===== config.mk =====
export PLATFORM = sky130hd
export DESIGN_NAME = bfi_queue
export DESIGN_NICKNAME = d
export VERILOG_FILES = /design/src/hdl/bfi_pkg.sv /design/src/hdl/bfi_queue.sv
export SDC_FILE = /design/constraint.sdc
export NUM_CORES = 1
export LEC_CHECK = 0
export BUFFER_PORTS_ARGS = -buffer_cell sky130_fd_sc_hd__buf_2
export CAP_MARGIN = 10
export CORE_MARGIN = 2
export CORE_UTILIZATION = 37
export DETAILED_ROUTE_END_ITERATION = 10
export PLACE_DENSITY = 0.67
export SYNTH_ARGS = -nofsm -noshare
export SYNTH_HDL_FRONTEND = slang
export SYNTH_SLANG_ARGS = --single-unit

===== constraint.sdc =====
create_clock -name clk -period 5.8 [get_ports clk]
set_input_delay 0 -clock clk [delete_from_list [all_inputs] [get_ports clk]]
set_output_delay 0 -clock clk [all_outputs]
set_load 0.02 [all_outputs]

===== src/hdl/bfi_pkg.sv =====
// Shared types and constants for the Bloom filter bitmap insert core.
// No dependencies; imported by every module of the block but bfi_ram.
`timescale 1ns / 1ps
`default_nettype none

package bfi_pkg;

  localparam int MAX_SIZE_LOG   = 18;
  localparam int WORD_W         = 32;
  localparam int BIT_W          = $clog2(WORD_W);          // bit position in a word
  localparam int WORD_AW        = MAX_SIZE_LOG - BIT_W;    // bitmap word address
  localparam int WORD_COUNT     = 1 << WORD_AW;
  localparam int IDX_W          = MAX_SIZE_LOG;            // masked probe index
  localparam int NUM_PROBES_MAX = 8;
  localparam int PROBE_CW       = $clog2(NUM_PROBES_MAX);
  localparam int HASH_W         = 32;
  localparam int ROT_AMT        = 16;
  localparam int SIZE_LOG_W     = 5;
  localparam int NUM_PROBES_W   = 4;
  localparam int SIZE_LOG_MIN   = 5;
  localparam int WIDX_W         = 13;                      // word_index field width
  localparam int Q_DEPTH        = 2;
  localparam int Q_AW           = $clog2(Q_DEPTH);
  localparam int IN_TDATA_W     = 144;                     // 4 x 32 + 13, padded to bytes
  localparam int CFG_AW         = 3;

  // kind field codes
  typedef logic [1:0] kind_t;
  localparam kind_t KIND_INSERT = 2'd0;
  localparam kind_t KIND_READ   = 2'd1;
  localparam kind_t KIND_CLEAR  = 2'd2;

  // register indexes (paddr[2])
  localparam logic REG_SIZE_LOG   = 1'b0;
  localparam logic REG_NUM_PROBES = 1'b1;

  typedef enum logic [1:0] {
    OP_INSERT,
    OP_READ,
    OP_CLEAR
  } op_t;

  typedef enum logic [1:0] {
    ST_CLEAR,
    ST_IDLE,
    ST_INSERT,
    ST_READ
  } back_state_t;

  // one classified transaction waiting for the back end
  typedef struct packed {
    op_t                                     op;
    logic [PROBE_CW-1:0]                     last_probe;
    logic [NUM_PROBES_MAX-1:0][IDX_W-1:0]    idx;
    logic [WORD_AW-1:0]                      word_index;
    logic                                    rd_zero;
  } entry_t;

endpackage

`default_nettype wire


===== src/hdl/bfi_queue.sv =====
// Short FIFO of classified entries between the front and back ends.
// Uses bfi_pkg.
`timescale 1ns / 1ps
`default_nettype none

module bfi_queue
  import bfi_pkg::*;
(
  input  wire logic   clk,
  input  wire logic   rst_n,
  input  wire logic   push_valid,
  output      logic   push_ready,
  input  wire entry_t push_data,
  output      logic   pop_valid,
  input  wire logic   pop_ready,
  output      entry_t pop_data
);

  entry_t            mem_r [Q_DEPTH];
  logic [Q_AW-1:0]   wr_ptr_r, wr_ptr_nxt;
  logic [Q_AW-1:0]   rd_ptr_r, rd_ptr_nxt;
  logic [Q_AW:0]     count_r, count_nxt;
  logic              do_push, do_pop;

  assign push_ready = count_r != (Q_AW+1)'(Q_DEPTH);
  assign pop_valid  = count_r != '0;
  assign pop_data   = mem_r[rd_ptr_r];
  assign do_push    = push_valid && push_ready;
  assign do_pop     = pop_ready && pop_valid;

  always_comb begin
    wr_ptr_nxt = do_push ? Q_AW'(wr_ptr_r + 1'b1) : wr_ptr_r;
    rd_ptr_nxt = do_pop  ? Q_AW'(rd_ptr_r + 1'b1) : rd_ptr_r;
    count_nxt  = count_r + (Q_AW+1)'(do_push) - (Q_AW+1)'(do_pop);
  end

  always_ff @(posedge clk) begin
    if (!rst_n) begin
      wr_ptr_r <= '0;
      rd_ptr_r <= '0;
      count_r  <= '0;
    end else begin
      wr_ptr_r <= wr_ptr_nxt;
      rd_ptr_r <= rd_ptr_nxt;
      count_r  <= count_nxt;
    end
  end

  always_ff @(posedge clk) begin
    if (do_push) begin
      mem_r[wr_ptr_r] <= push_data;
    end
  end

endmodule

`default_nettype wire


; Word-level counts from Yosys, hierarchy flattened
; Memory sizes are Yosys's and may differ from the RTL's. A register that Yosys moved wholly into a read port is not among the register bits.
; Index checks and enable logic that the tools add are counted.
[classes]
eq_ne = 1
muxes = 4
reduce_logical = 3
addsub = 4
[ops]
columns = operator, n
row1 = $mux W1, 4
row2 = $add A1 B1 Y1 const B, 2
row3 = $add A2 B1 Y2, 1
row4 = $logic_and A1 B1 Y1, 2
row5 = $ne A2 B2 Y1 const B, 1
row6 = $reduce_bool A2 Y1, 1
row7 = $sub A2 B1 Y2, 1
[totals]
ff_bits = 4
output_inout_bits = 165
memories = 1
in_bits = 167
ramBits = 326
elab_cells = 16
[memory_table]
columns = name, depth, word_bits, rd, rd_ports_with_merged_regs, write_ports, line
row1 = mem_r, 2, 163, 1, 1, 1, bfi_queue.sv:19  ; entry_t mem_r [Q_DEPTH];

; Logic depth before layout (Yosys ltp)
[depth]
ltp_word = 4
depth_mapped = 6
mapped_depth_nobuf = 6

; Worst setup path before layout
; Ideal clock, no wire load.
[synth_path]
path_kind = register to register
from = reg count_r[0]
to = mem mem_r[1][0] (netlist name), enable pin
synth_period_minus_slack_ps = 5070
path_stages_with_launch = 3
slack_ps = 730
arrival_time_ps = 4526
cell_sequence = dfxtp_1 > nand2b_1 > and3_1
[synth_via]
elab_chain_len = 4
[synth_lines]
columns = element, line
row1 = from (decl), bfi_queue.sv:22  ; logic [Q_AW:0] count_r, count_nxt;
row2 = from (signal assigned), bfi_queue.sv:45  ; count_r <= count_nxt;
row3 = $ne A2 B2 Y1, bfi_queue.sv:25  ; assign push_ready = count_r != (Q_AW+1)'(Q_DEPTH);
row4 = via push_ready, bfi_queue.sv:12  ; output logic push_ready,
row5 = $logic_and A1 B1 Y1, bfi_queue.sv:28  ; assign do_push = push_valid && push_ready;
row6 = $mux W1, bfi_queue.sv:50  ; if (do_push) begin
row7 = $mux W1 (not written as such), bfi_queue.sv:51  ; mem_r[wr_ptr_r] <= push_data;
row8 = to (decl), bfi_queue.sv:19
; The timed path passes the listed nets, and every way through them passes these cells.

==> out/summary.txt <==
outcome -> finished clean
Layout area overhead -> 40.0%
GRT Util Overall -> 14.7%
die height -> 186 um
Post-Route Setup TNS -> 0 ps
gr ovfl total -> 0
max cap viols -> 0
Core ar. -> 0.0326 sq mm
Vias -> 6873
Mapped Area -> 0.0123 sq mm
Synth area leader -> edfxtp_1
largest net degree at the start of global routing -> 106
Slew @ Worst Pin -> 956 ps
IO Pins -> 332
CTS buffer count -> 36
CP Data Arrival Time -> 2800 ps
worst r2r src -> count_r[0]
HP Start -> push_data[42]
synth cell count leaders -> 326 x edfxtp_1, 93 x mux2_2, 70 x mux2_4, 9 x buf_2, 9 x buf_6
Tcrit/Tclk final -> 48.3%
DR iter-0 viols -> 302
clk_skew -> 8.85 ps
Max VDD drop -> 0.272 mV
CTS Root Cell -> clkbuf_16
Mean Syn Cell Area -> 22.9 sq um
Routed WL -> 26500 um
Final setup viols -> 0
PwrDens -> 395 mW/mm^2
Initial Util -> 37.7%
Pins Over Slew Limit -> 0
routed len/inst -> 17.3 um
Slew HR -> 36.2%
vias per inst -> 4.50
post-layout minimum cycle time -> 2800 ps
RSZ-0062 raised after global routing -> no
drc violations -> 0
Hold Fails Final Rpt -> 0
clock-pin slew on the worst setup and hold paths -> 60 ps
Detail Route Antenna Nets -> 0
# rows -> 66
H-tree Lvls -> 2
number of global-route vias before repair -> 7384
Crit Path Max Fanout -> 105
Mapped Cells -> 536
crit start category -> flop
port bufs -> 331
Leak Pwr -> 6.56 nW
HP Class -> in2reg
area share of the largest cell type after synthesis -> 79.6%
initial antenna violation count -> 6
Worst Path Required -> 5800 ps
hpwl dp -> 15800 um
most common cell in the netlist -> edfxtp_1
async set-reset flop share out of synthesis -> 0%
fill cell count -> 2579
Fmax -> 357 MHz
CTS tree -> built
FF-to-FF End -> mem_r[0][122]
EDFF count, synth -> 326
Yosys cell types -> 24
share of layout cells above drive strength 1 -> 50.8%
die area -> 0.0347 sq mm
nets -> 1226
critical setup path kind -> reg2out
Hold Path Sink -> mem_r[1][42]
Top FF cell, synth -> edfxtp_1
Placer Congestion -> 0.711
reg2reg setup slack -> 3230 ps
Synth area leaders -> edfxtp_1 80%, mux2_4 8.5%, mux2_2 8.5%
Tot Pwr -> 6.79 mW
Hold Crit Depth -> 2
clock sinks -> 331
Max Root-Sink Buffers -> 3
#FFs+latches synth -> 331
final core occ -> 52.8%
clock latency on the worst-skew pair -> 500 ps
syn_nets -> 704
detailed-router iteration count before antenna repair -> 4
CP Capture Type -> output port
cells on worst reg2reg path -> 4
Die W -> 186 um
first-pass GRT wire length -> 40300 um
Ys Warns -> 0
Seq/Total Area, Yosys -> 80.4%
report_power, final:
group / internal (mW) / leakage (nW) / switching [mW]
clock network: 1.30 / 0.529 / 0.855
logic: 0.725 / 2.93 / 0.891
registers: 2.91 / 3.09 / 0.108
total: 4.94 / 6.56 / 1.85
repair_timing:
item,4_1_cts,5_1_grt
setup endpoints to repair,0,0
endpoints found under the hold margin,331,0
hold buffers,167,0
gates resized for setup,0,0
setup buffers,0,0
worst max-delay path, stage by stage (launching register included):
cell and delay [ps]:
dfxtp_4 920, buf_12 560, mux2_2 410, buf_2 180
metal layers:
layer / GRT usage, % / part of all wire [%] / vias up
met5: 0 / 0.060 / -
met4: 5.35 / 2.9 / 2
met3: 4.36 / 6.9 / 56
met2: 25.5 / 50 / 256
met1: 17.2 / 40 / 3369
li1: - / - / 3190
sequential cells by signal, indices dropped and copies added (netlist names), named ones only:
name,count
count_r,2
rd_ptr_r,1
wr_ptr_r,1
mem_r,326
cell usage in the layout, fill, tap and decap left out, drive strengths merged:
master	instances
nand3	1
a211oi	1
ha	1
a21bo	2
clkinv	5
dlygate4sd3	167
diode	5
inv	1
buf	335
xnor2	1
nor2b	1
dfxtp	5
or2	1
bufinv	3
clkbuf	50
mux2i	1
a21boi	1
nand2	1
clkinvlp	2
and2	3
nor2	2
mux2	163
edfxtp	326
nand2b	2
nand3b	1
o21ai	2
and3	1
a32oi	1
layout make-up:
type,count,area [sq um],area share [%]
antenna,5,12.5,0.0727
clock buffer,50,975,5.66
clock inverter,10,128,0.741
inverter,1,8.76,0.0509
multi-input combinational,186,2260,13.1
sequential,331,9890,57.5
tap,442,553,3.21
timing repair buffer,502,3380,19.7
metrics by stage:
stage          worst slack (ps)  hold slack (ps)  area (sq um)  instances
6_report                   3000              219         17200       1527
5_1_grt                    2850              202         17200       1526
4_1_cts                    2970              192         17200       1522
3_5_place_dp               3230              191         14400       1295
3_3_place_gp               3270              188         14400       1295
2_1_floorplan               730             98.9         12300        536
worst max-delay path by stage:
stage | startpoint | end | slack (ps) | cells after the start
final | flop | pop_data[6] | 3000 | 3
after global routing | flop | pop_data[10] | 2850 | 3
after CTS | flop | pop_data[6] | 2970 | 3
after detailed placement | count_r[0] | mem_r[0][129] | 3230 | 4
after global placement | count_r[0] | mem_r[0][115] | 3270 | 4
after floorplan | count_r[0] | mem_r[1][0] | 730 | 2
logic make-up after synthesis:
| family | share of synthesized area, % |
|---|---|
| flip-flops | 80.4 |
| AND/OR/NAND/NOR | 0.600 |
| adder cells (fa/ha/maj) | 0.102 |
| AO/OA/AOI/OAI | 0.438 |
| buffers and inverters | 1.22 |
| multiplexers | 17.1 |
| XOR/XNOR | 0.0712 |
No activity file was read; power rests on OpenSTA's default activity.
