$ cat src/hdl/bfi_pkg.sv
// Shared types and constants for the Bloom filter bitmap insert core.
// No dependencies; imported by every module of the block but bfi_ram.
`timescale 1ns / 1ps
`default_nettype none

package bfi_pkg;

  localparam int MAX_SIZE_LOG   = 18;
  localparam int WORD_W         = 32;
  localparam int BIT_W          = $clog2(WORD_W);          // bit position in a word
  localparam int WORD_AW        = MAX_SIZE_LOG - BIT_W;    // bitmap word address
  localparam int WORD_COUNT     = 1 << WORD_AW;
  localparam int IDX_W          = MAX_SIZE_LOG;            // masked probe index
  localparam int NUM_PROBES_MAX = 8;
  localparam int PROBE_CW       = $clog2(NUM_PROBES_MAX);
  localparam int HASH_W         = 32;
  localparam int ROT_AMT        = 16;
  localparam int SIZE_LOG_W     = 5;
  localparam int NUM_PROBES_W   = 4;
  localparam int SIZE_LOG_MIN   = 5;
  localparam int WIDX_W         = 13;                      // word_index field width
  localparam int Q_DEPTH        = 2;
  localparam int Q_AW           = $clog2(Q_DEPTH);
  localparam int IN_TDATA_W     = 144;                     // 4 x 32 + 13, padded to bytes
  localparam int CFG_AW         = 3;

  // kind field codes
  typedef logic [1:0] kind_t;
  localparam kind_t KIND_INSERT = 2'd0;
  localparam kind_t KIND_READ   = 2'd1;
  localparam kind_t KIND_CLEAR  = 2'd2;

  // register indexes (paddr[2])
  localparam logic REG_SIZE_LOG   = 1'b0;
  localparam logic REG_NUM_PROBES = 1'b1;

  typedef enum logic [1:0] {
    OP_INSERT,
    OP_READ,
    OP_CLEAR
  } op_t;

  typedef enum logic [1:0] {
    ST_CLEAR,
    ST_IDLE,
    ST_INSERT,
    ST_READ
  } back_state_t;

  // one classified transaction waiting for the back end
  typedef struct packed {
    op_t                                     op;
    logic [PROBE_CW-1:0]                     last_probe;
    logic [NUM_PROBES_MAX-1:0][IDX_W-1:0]    idx;
    logic [WORD_AW-1:0]                      word_index;
    logic                                    rd_zero;
  } entry_t;

endpackage

`default_nettype wire

$ cat src/hdl/bfi_front.sv
// Front end: accepts input transactions and turns them into queue entries
// (masked probe indices, probe count, read range check). Uses bfi_pkg.
`timescale 1ns / 1ps
`default_nettype none

module bfi_front
  import bfi_pkg::*;
(
  input  wire logic                    in_tvalid,
  output      logic                    in_tready,
  input  wire logic [IN_TDATA_W-1:0]   in_tdata,
  input  wire kind_t                   in_tuser,
  input  wire logic [SIZE_LOG_W-1:0]   size_log,
  input  wire logic [NUM_PROBES_W-1:0] num_probes,
  input  wire logic                    init_busy,
  input  wire logic                    push_ready,
  output      logic                    push_valid,
  output      entry_t                  push_data
);

  logic [HASH_W-1:0]                     hash_a, hash_b, hash_c, hash_d;
  logic [WIDX_W-1:0]                     word_index;
  logic [SIZE_LOG_W-1:0]                 sl_eff;
  logic [IDX_W-1:0]                      mask;
  logic [NUM_PROBES_W-1:0]               k_eff;
  logic [NUM_PROBES_MAX-1:0][HASH_W-1:0] probe;
  logic                                  take;

  assign hash_a     = in_tdata[HASH_W-1:0];
  assign hash_b     = in_tdata[2*HASH_W-1:HASH_W];
  assign hash_c     = in_tdata[3*HASH_W-1:2*HASH_W];
  assign hash_d     = in_tdata[4*HASH_W-1:3*HASH_W];
  assign word_index = in_tdata[4*HASH_W+WIDX_W-1:4*HASH_W];

  assign in_tready = push_ready && !init_busy;
  assign take      = in_tvalid && in_tready;

  always_comb begin
    priority if (size_log < SIZE_LOG_W'(SIZE_LOG_MIN)) begin
      sl_eff = SIZE_LOG_W'(SIZE_LOG_MIN);
    end else if (size_log > SIZE_LOG_W'(MAX_SIZE_LOG)) begin
      sl_eff = SIZE_LOG_W'(MAX_SIZE_LOG);
    end else begin
      sl_eff = size_log;
    end

    priority if (num_probes == '0) begin
      k_eff = NUM_PROBES_W'(1);
    end else if (num_probes > NUM_PROBES_W'(NUM_PROBES_MAX)) begin
      k_eff = NUM_PROBES_W'(NUM_PROBES_MAX);
    end else begin
      k_eff = num_probes;
    end
  end

  // a shift by the full index width leaves an all-ones mask
  assign mask = ~({IDX_W{1'b1}} << sl_eff);

  // probe order: b, a, c, d, then the same words rotated by half
  assign probe[0] = hash_b;
  assign probe[1] = hash_a;
  assign probe[2] = hash_c;
  assign probe[3] = hash_d;
  assign probe[4] = {hash_b[ROT_AMT-1:0], hash_b[HASH_W-1:ROT_AMT]};
  assign probe[5] = {hash_a[ROT_AMT-1:0], hash_a[HASH_W-1:ROT_AMT]};
  assign probe[6] = {hash_c[ROT_AMT-1:0], hash_c[HASH_W-1:ROT_AMT]};
  assign probe[7] = {hash_d[ROT_AMT-1:0], hash_d[HASH_W-1:ROT_AMT]};

  always_comb begin
    push_data            = '0;
    push_data.last_probe = PROBE_CW'(k_eff - NUM_PROBES_W'(1));
    for (int i = 0; i < NUM_PROBES_MAX; i++) begin
      push_data.idx[i] = probe[i][IDX_W-1:0] & mask;
    end
    push_data.word_index = WORD_AW'(word_index);
    // word beyond 2^(size_log-5) reads as zero
    push_data.rd_zero    = (word_index >> (sl_eff - SIZE_LOG_W'(SIZE_LOG_MIN))) != '0;
    push_valid           = 1'b0;
    unique case (in_tuser)
      KIND_INSERT: begin
        push_data.op = OP_INSERT;
        push_valid   = take;
      end
      KIND_READ: begin
        push_data.op = OP_READ;
        push_valid   = take;
      end
      KIND_CLEAR: begin
        push_data.op = OP_CLEAR;
        push_valid   = take;
      end
      default: begin
        push_data.op = OP_INSERT;   // unused kind is dropped
        push_valid   = 1'b0;
      end
    endcase
  end

endmodule

`default_nettype wire

$ cat config.mk
export PLATFORM = sky130hd
export DESIGN_NAME = bfi_front
export DESIGN_NICKNAME = d
export VERILOG_FILES = /design/src/hdl/bfi_pkg.sv /design/src/hdl/bfi_front.sv
export SDC_FILE = /design/constraint.sdc
export NUM_CORES = 1
export LEC_CHECK = 0
export BUFFER_PORTS_ARGS = -buffer_cell sky130_fd_sc_hd__buf_2
export CAP_MARGIN = 10
export CORE_AREA = 2 2 125 127
export DETAILED_ROUTE_END_ITERATION = 10
export DIE_AREA = 0 0 127 129
export GPL_TIMING_DRIVEN = 0
export PLACE_DENSITY_LB_ADDON = 0.08
export SYNTH_ARGS = -nofsm -noshare
export SYNTH_HDL_FRONTEND = slang
export SYNTH_SLANG_ARGS = --single-unit
$ cat constraint.sdc
create_clock -name vclk -period 5.05
set_input_delay 1.01 -clock vclk [all_inputs]
set_output_delay 1.01 -clock vclk [all_outputs]
set_load 0.05 [all_outputs]
# Word-level counts from Yosys, hierarchy flattened
# Index checks and enable logic that the tools add are counted.
[op_classes]
n_addsub = 2
n_shift = 2
bitwise = 9
order_cmp = 3
n_eq_ne = 2
muxes = 6
reduce_logical = 7
[ops]
columns = ["op", "n"]
rows = [
  ["$and A18 B18 Y18", 8],
  ["$not A18 Y18", 1],
  ["$shl A18 B5 Y18 const A", 1],
  ["$reduce_bool A13 Y1", 1],
  ["$shr A13 B5 Y13", 1],
  ["$mux W5", 2],
  ["$mux W3", 2],
  ["$gt A5 B5 Y1 const B", 1],
  ["$lt A5 B3 Y1 const B", 1],
  ["$sub A5 B3 Y5 const B", 1],
  ["$gt A4 B4 Y1 const B", 1],
  ["$logic_not A4 Y1", 1],
  ["$pmux W2 S2", 1],
  ["$reduce_or A3 Y1", 1],
  ["$sub A3 B1 Y3 const B", 1],
  ["$eq A2 B1 Y1 const B", 1],
  ["$eq A2 B2 Y1 const B", 1],
  ["$logic_and A1 B1 Y1", 2],
  ["$logic_not A2 Y1", 1],
  ["$logic_not A1 Y1", 1],
  ["$mux W1", 1],
]
[totals]
output_inout_bits = 165
wordCells = 31
inputBits = 158
regBits = 0

# Depth between registers and ports, before layout
# Gate-level depths: netlist of the first run.
[depth]
ltp_word = 6
depth_mapped = 14
mapped_depth_nobuf = 11

# Worst setup path after synthesis of the first run
# No wires, ideal clock.
[synth_path]
kind = "input to output"
start = "input size_log[4]"
end = "output push_data[0] (netlist bit)"
path_slack_ns = 0.082
n_path_buf = 3
t_required_ns = 4.040
t_arrival_ns = 3.958
stages = 12
cell_sequence = "buf_2 > clkbuf_1 > o31a_1 > inv_1 > and2_1 > inv_1 > ha_1 > clkbuf_1 > nor3b_1 > a211o_1 > a221o_1 > a31oi_1"
[synth_rtl]
columns = ["item", "line", "source"]
rows = [
  ["start: declaration", "bfi_front.sv:13", "input wire logic [SIZE_LOG_W-1:0] size_log,"],
  ["end: declaration", "bfi_front.sv:18", "output entry_t push_data"],
]

==> results.ini, run 1 <==
[outcome]
status = finished, final reports clean

[logic_synthesis]
synth-seq-area-share_pct = 0
yosys_warnings = 0
synth_cell_types = 38
synth_most_common_cell = nor2b_1
synthCells = 255
synthesis.area_um2 = 1590
syn_avg_cell_area_um2 = 6.22
yosysTopAreaCell = nor2b_1
syn-num-nets = 419
synth.area.top_cells = nor2b_1 (34%), and2_1 (13%), clkbuf_1 (6.6%)
synth_common_cells = nor2b_1 (85), and2_1 (33), clkbuf_1 (28)
synth.top_cell.area_share_pct = 33.5

[detailed_routing]
vias = 2767
drt-total-wl_um = 8580
initialDrtViolationCount = 47
drc = 0
final_antenna_net_count = 0
first_pass_iters = 4
via_per_inst = 3.71
routedWlPerCell_um = 11.5

[power]
comb_power_share_pct = 100.0
swShare_pct = 72.2
pwr-share-seq_pct = 0
cellLeakagePower_nw = 1.94
p_int_w = 0.000162
p_sw_w = 0.000420
peakVddDrop_mv = 0.0550
p_clk_share_pct = 0
power_density_nw_per_um2 = 174

[sta]
setup_viol = 0
finalMaxSlewViolations = 0
post-route-period-util_pct = 93.1
worst_pin_slew_ns = 0.868
slew_headroom_pct = 41.7
hold_viol = 0
fmax_ghz = 0.213
period_needed_ns = 4.70
setup_ws_ns = 0.346

[final_layout]
synthToLayoutAreaGrowth_pct = 111
design_area_um2 = 3340
nClkBuffers = 0
diodes = 0
layoutNonFillerInstCount = 746
regArea_um2 = 0
nets = 724
seq_cells = 0
drive_above_1_share_pct = 58.4

[critical_path]
cp_common_cell = buf_2
arrival_ns = 3.69
worst-path-max-fanout = 10
crit_buf_inv = 5
crit_family = buffers and inverters
slowest_stage = ha_1
critPathRequiredTime_ns = 4.04
start_kind = primary input
cp-end-kind = output port
cp.depth = 12
startpoint = size_log[4]
criticalPathCategory = in -> out
critPathMaxStageDelay_ns = 0.39
crit_chain = buf_2 > nor2b_1 > nor3_2 > buf_6 > inv_1 > ha_1 > clkbuf_2 > a21oi_1 > mux2_4 > a221o_1 > a31oi_1 > buf_2

[placed_design]
post-place-cells = 744
dp_slack_ns = -0.315
place.gp.congestion = 0.681
placed_area_um2 = 3330
hpwl_um = 7790
port_buffers = 301

[floorplanning]
die_y_um = 129
placementRows = 45
die_area_um2 = 16400
core_um2 = 15000
initial_core_util_pct = 10.6
die_x_um = 127
ios = 323

[global_route]
antenna_found_initial = 0
grt_usage_pct = 8.69
grt_max_degree = 11
overflow = 0
grt_pass1_vias = 2404
grt_pass1_wl_um = 11800

[hold_path]
holdCritPathClass = in -> out
hold_depth = 2
worstHoldStart = in_tdata[83]

[clocking]
hold_buffers = 0

[flow_run]
drv_cap = 0

## kinds of logic (layout without fill, tap and decap cells)
logic type	Yosys count	in the layout	synth area share, %
xor+xnor	1	1	0.553
buf+inv	53	356	17.1
fa+ha+maj	6	6	4.74
mux	3	3	2.21
compound gates	29	29	12.6
simple gates	163	163	62.7
## worst paths after layout
check,to,slack [ns]
worst max-delay path,push_data[0],0.35
worst min-delay path,push_data[125],2.28
## repair_timing
action                     in CTS  in global routing
setup buffers                   0                  2
setup endpoints to repair       1                  1
resized for setup               2                  0
pin swaps                       0                  1
## final cells by class
class                      instances  area [um^2]
multi-input combinational        202         1310
timing repair buffer             303         1520
inverter                           8         30.0
tap                              188          235
fill                            1728        11600
buffer                            45          244
## metal layers
layer  track usage, %  wire (um)
met1             9.92       3160
met2             18.1       4670
met3            0.956        727
met4            0.129         18
met5                0          0
## power by group through the flow
stage / sequential (W) / clock, W / combinational (W)
floorplan: 0 / 0 / 0.000424
global placement: 0 / 0 / 0.000588
detailed placement: 0 / 0 / 0.000586
CTS: 0 / 0 / 0.000588
global route: 0 / 0 / 0.000616
finish: 0 / 0 / 0.000582
## per-stage QoR
stage                     total power [W]  utilization (%)  hold slack (ns)  setup TNS, ns
final                            0.000582             22.3             2.28              0
after CTS                        0.000588             22.2             2.28              0
after detailed placement         0.000586             22.2             2.28         -0.315
after global routing             0.000616             22.3             2.29       -0.00390
after floorplan                  0.000424                -             2.19              0
after global placement           0.000588             22.2             2.28         -0.283
## cells in the final DEF, fill, tap and decap left out
cell type	n
o211ai_1	1
nor4b_1	1
o21a_1	2
a2111oi_0	1
o31a_1	1
a211oi_4	1
o21bai_1	1
mux2i_1	2
buf_4	15
nand2b_1	4
nor3_2	1
and2b_1	8
and3_1	2
a41oi_1	1
or3_1	1
and2_1	33
o22ai_1	1
a31oi_1	2
nor2b_1	85
clkbuf_2	2
a221o_1	1
o31ai_1	1
inv_1	8
nor3b_1	3
ha_1	6
a211o_1	2
o21ai_0	4
nor3_1	7
or2_2	1
buf_6	3
clkbuf_1	26
nor2_1	11
nand3b_1	1
buf_2	302
a21oi_1	10
mux2_4	1
nor4_1	1
xnor2_1	1
nand2_1	4
(Power assumes the default switching activity.)
==> run 2, diff against run 1 <==
- clock period: 5.05 -> 5.4 ns (I/O delays scaled with it)
==> results.ini, run 2 (synthesized netlist as in run 1, its figures left out) <==
[placed_design]
port_buffers = 301  ; unchanged
place.gp.congestion = 0.681  ; unchanged
post-place-cells = 744  ; unchanged
placed_area_um2 = 3330  ; unchanged
hpwl_um = 7790  ; unchanged

[critical_path]
arrival_ns = 3.91  ; +0.22 ns
crit_buf_inv = 4  ; -1
critPathMaxStageDelay_ns = 0.53  ; +0.14 ns
critPathRequiredTime_ns = 4.32  ; +0.28 ns
worst-path-max-fanout = 17  ; +7
crit_family = buffers and inverters
cp-end-kind = output port
cp_common_cell = buf_2
slowest_stage = ha_1
criticalPathCategory = in -> out
start_kind = primary input
crit_chain = buf_2 > a211oi_4 > nor3_2 > buf_6 > inv_1 > ha_1 > or2_2 > a21oi_1 > mux2_4 > a221o_1 > a31oi_1 > buf_2

[floorplanning]
die_x_um = 127  ; unchanged
core_um2 = 15000  ; unchanged
ios = 323  ; unchanged
initial_core_util_pct = 10.6  ; unchanged
die_area_um2 = 16400  ; unchanged
placementRows = 45  ; unchanged
die_y_um = 129  ; unchanged

[power]
power_w = 0.000541  ; -7.1%
cellLeakagePower_nw = 1.92  ; -0.95%
power_density_nw_per_um2 = 163  ; -6.4%
peakVddDrop_mv = 0.0514  ; -6.5%

[clocking]
cts_resized = 0  ; -2
cts_setup_buffers = 0  ; unchanged
hold_buffers = 0  ; unchanged

[final_layout]
nClkBuffers = 0  ; unchanged
layoutNonFillerInstCount = 742  ; -0.54%
diodes = 0  ; unchanged
design_area_um2 = 3320  ; -0.75%
fillers = 1725  ; -0.17%
synthToLayoutAreaGrowth_pct = 109
layout_commonest_cell = buf_2
layout_common_cells = buf_2 (302), nor2b_1 (85), and2_1 (33)
drive_above_1_share_pct = 58.1  ; -0.30 points
nets = 720  ; -0.55%
seq_cells = 0  ; unchanged
multi_input_area_um2 = 1310  ; unchanged
regArea_um2 = 0  ; unchanged

[flow_run]
drv_cap = 0  ; unchanged

[sta]
period_needed_ns = 4.99
fmax_ghz = 0.200
rsz0062_at_grt = no
post-route-period-util_pct = 92.4
worst_pin_slew_ns = 0.870  ; +0.00174 ns
finalMaxSlewViolations = 0  ; unchanged
hold_viol = 0  ; unchanged
slew_headroom_pct = 41.6  ; -0.12 points
setup_viol = 0  ; unchanged
whs_ns = 2.42  ; +0.140 ns

[detailed_routing]
via_per_inst = 3.71  ; about the same
drc = 0  ; unchanged
drt-total-wl_um = 8430  ; -1.8%
routedWlPerCell_um = 11.4  ; -1.2%
first_pass_iters = 4  ; unchanged
final_antenna_net_count = 0  ; unchanged
vias = 2750  ; -0.61%
initialDrtViolationCount = 45  ; -4.3%

[global_route]
grt_pass1_wl_um = 11600  ; -1.1%
grt_pass1_vias = 2399  ; -0.21%
grt_usage_pct = 8.56  ; -0.13 points
antenna_found_initial = 0  ; unchanged
grt_max_degree = 18  ; +7
overflow = 0  ; unchanged

[outcome]
status = finished, final reports clean

[hold_path]
holdCritPathClass = in -> out
hold_depth = 2  ; unchanged
hold_end = push_data[125]
worstHoldStart = in_tdata[83]

==> run 2: worst max path at each step <==
stage | startpoint | end | slack (ns) | depth (start not counted)
after floorplan | size_log[4] | push_data[0] | 0.29 | 12
final | size_log[4] | push_data[0] | 0.41 | 12
after CTS | size_log[4] | push_data[0] | 0.15 | 12
after global placement | size_log[4] | push_data[0] | -0.07 | 13
after global routing | size_log[4] | push_data[0] | 0.07 | 13
after detailed placement | size_log[4] | push_data[0] | -0.11 | 13
==> run 2: cell type report <==
cell class                 count  share of cell area [%]
buffer                        43                    7.05
inverter                       8                   0.905
timing repair buffer         301                    45.4
multi-input combinational    202                    39.6
tap                          188                    7.09
==> run 2: stage by stage <==
stage                     setup slack [ns]  TNS, ns  utilization [%]
final                                0.411        0             22.2
after detailed placement            -0.105   -0.105             22.2
after floorplan                      0.292        0                -
after global placement             -0.0730  -0.0730             22.2
after global routing                0.0726        0             22.2
after CTS                            0.149        0             22.2
==> run 2: metal layers <==
metal  global-route usage, %  vias up  wire (um)
met5                       0        -          0
met4                   0.129        0         18
met3                   0.956        2        728
met2                    17.9      169       4590
met1                    9.72     1198       3090
li1                        -     1381          -
==> run 2: power breakdown <==
part,internal [W],switching (W),leakage (nW)
sequential,0,0,0
combinational,0.000149,0.000391,1.92
clock,0,0,0
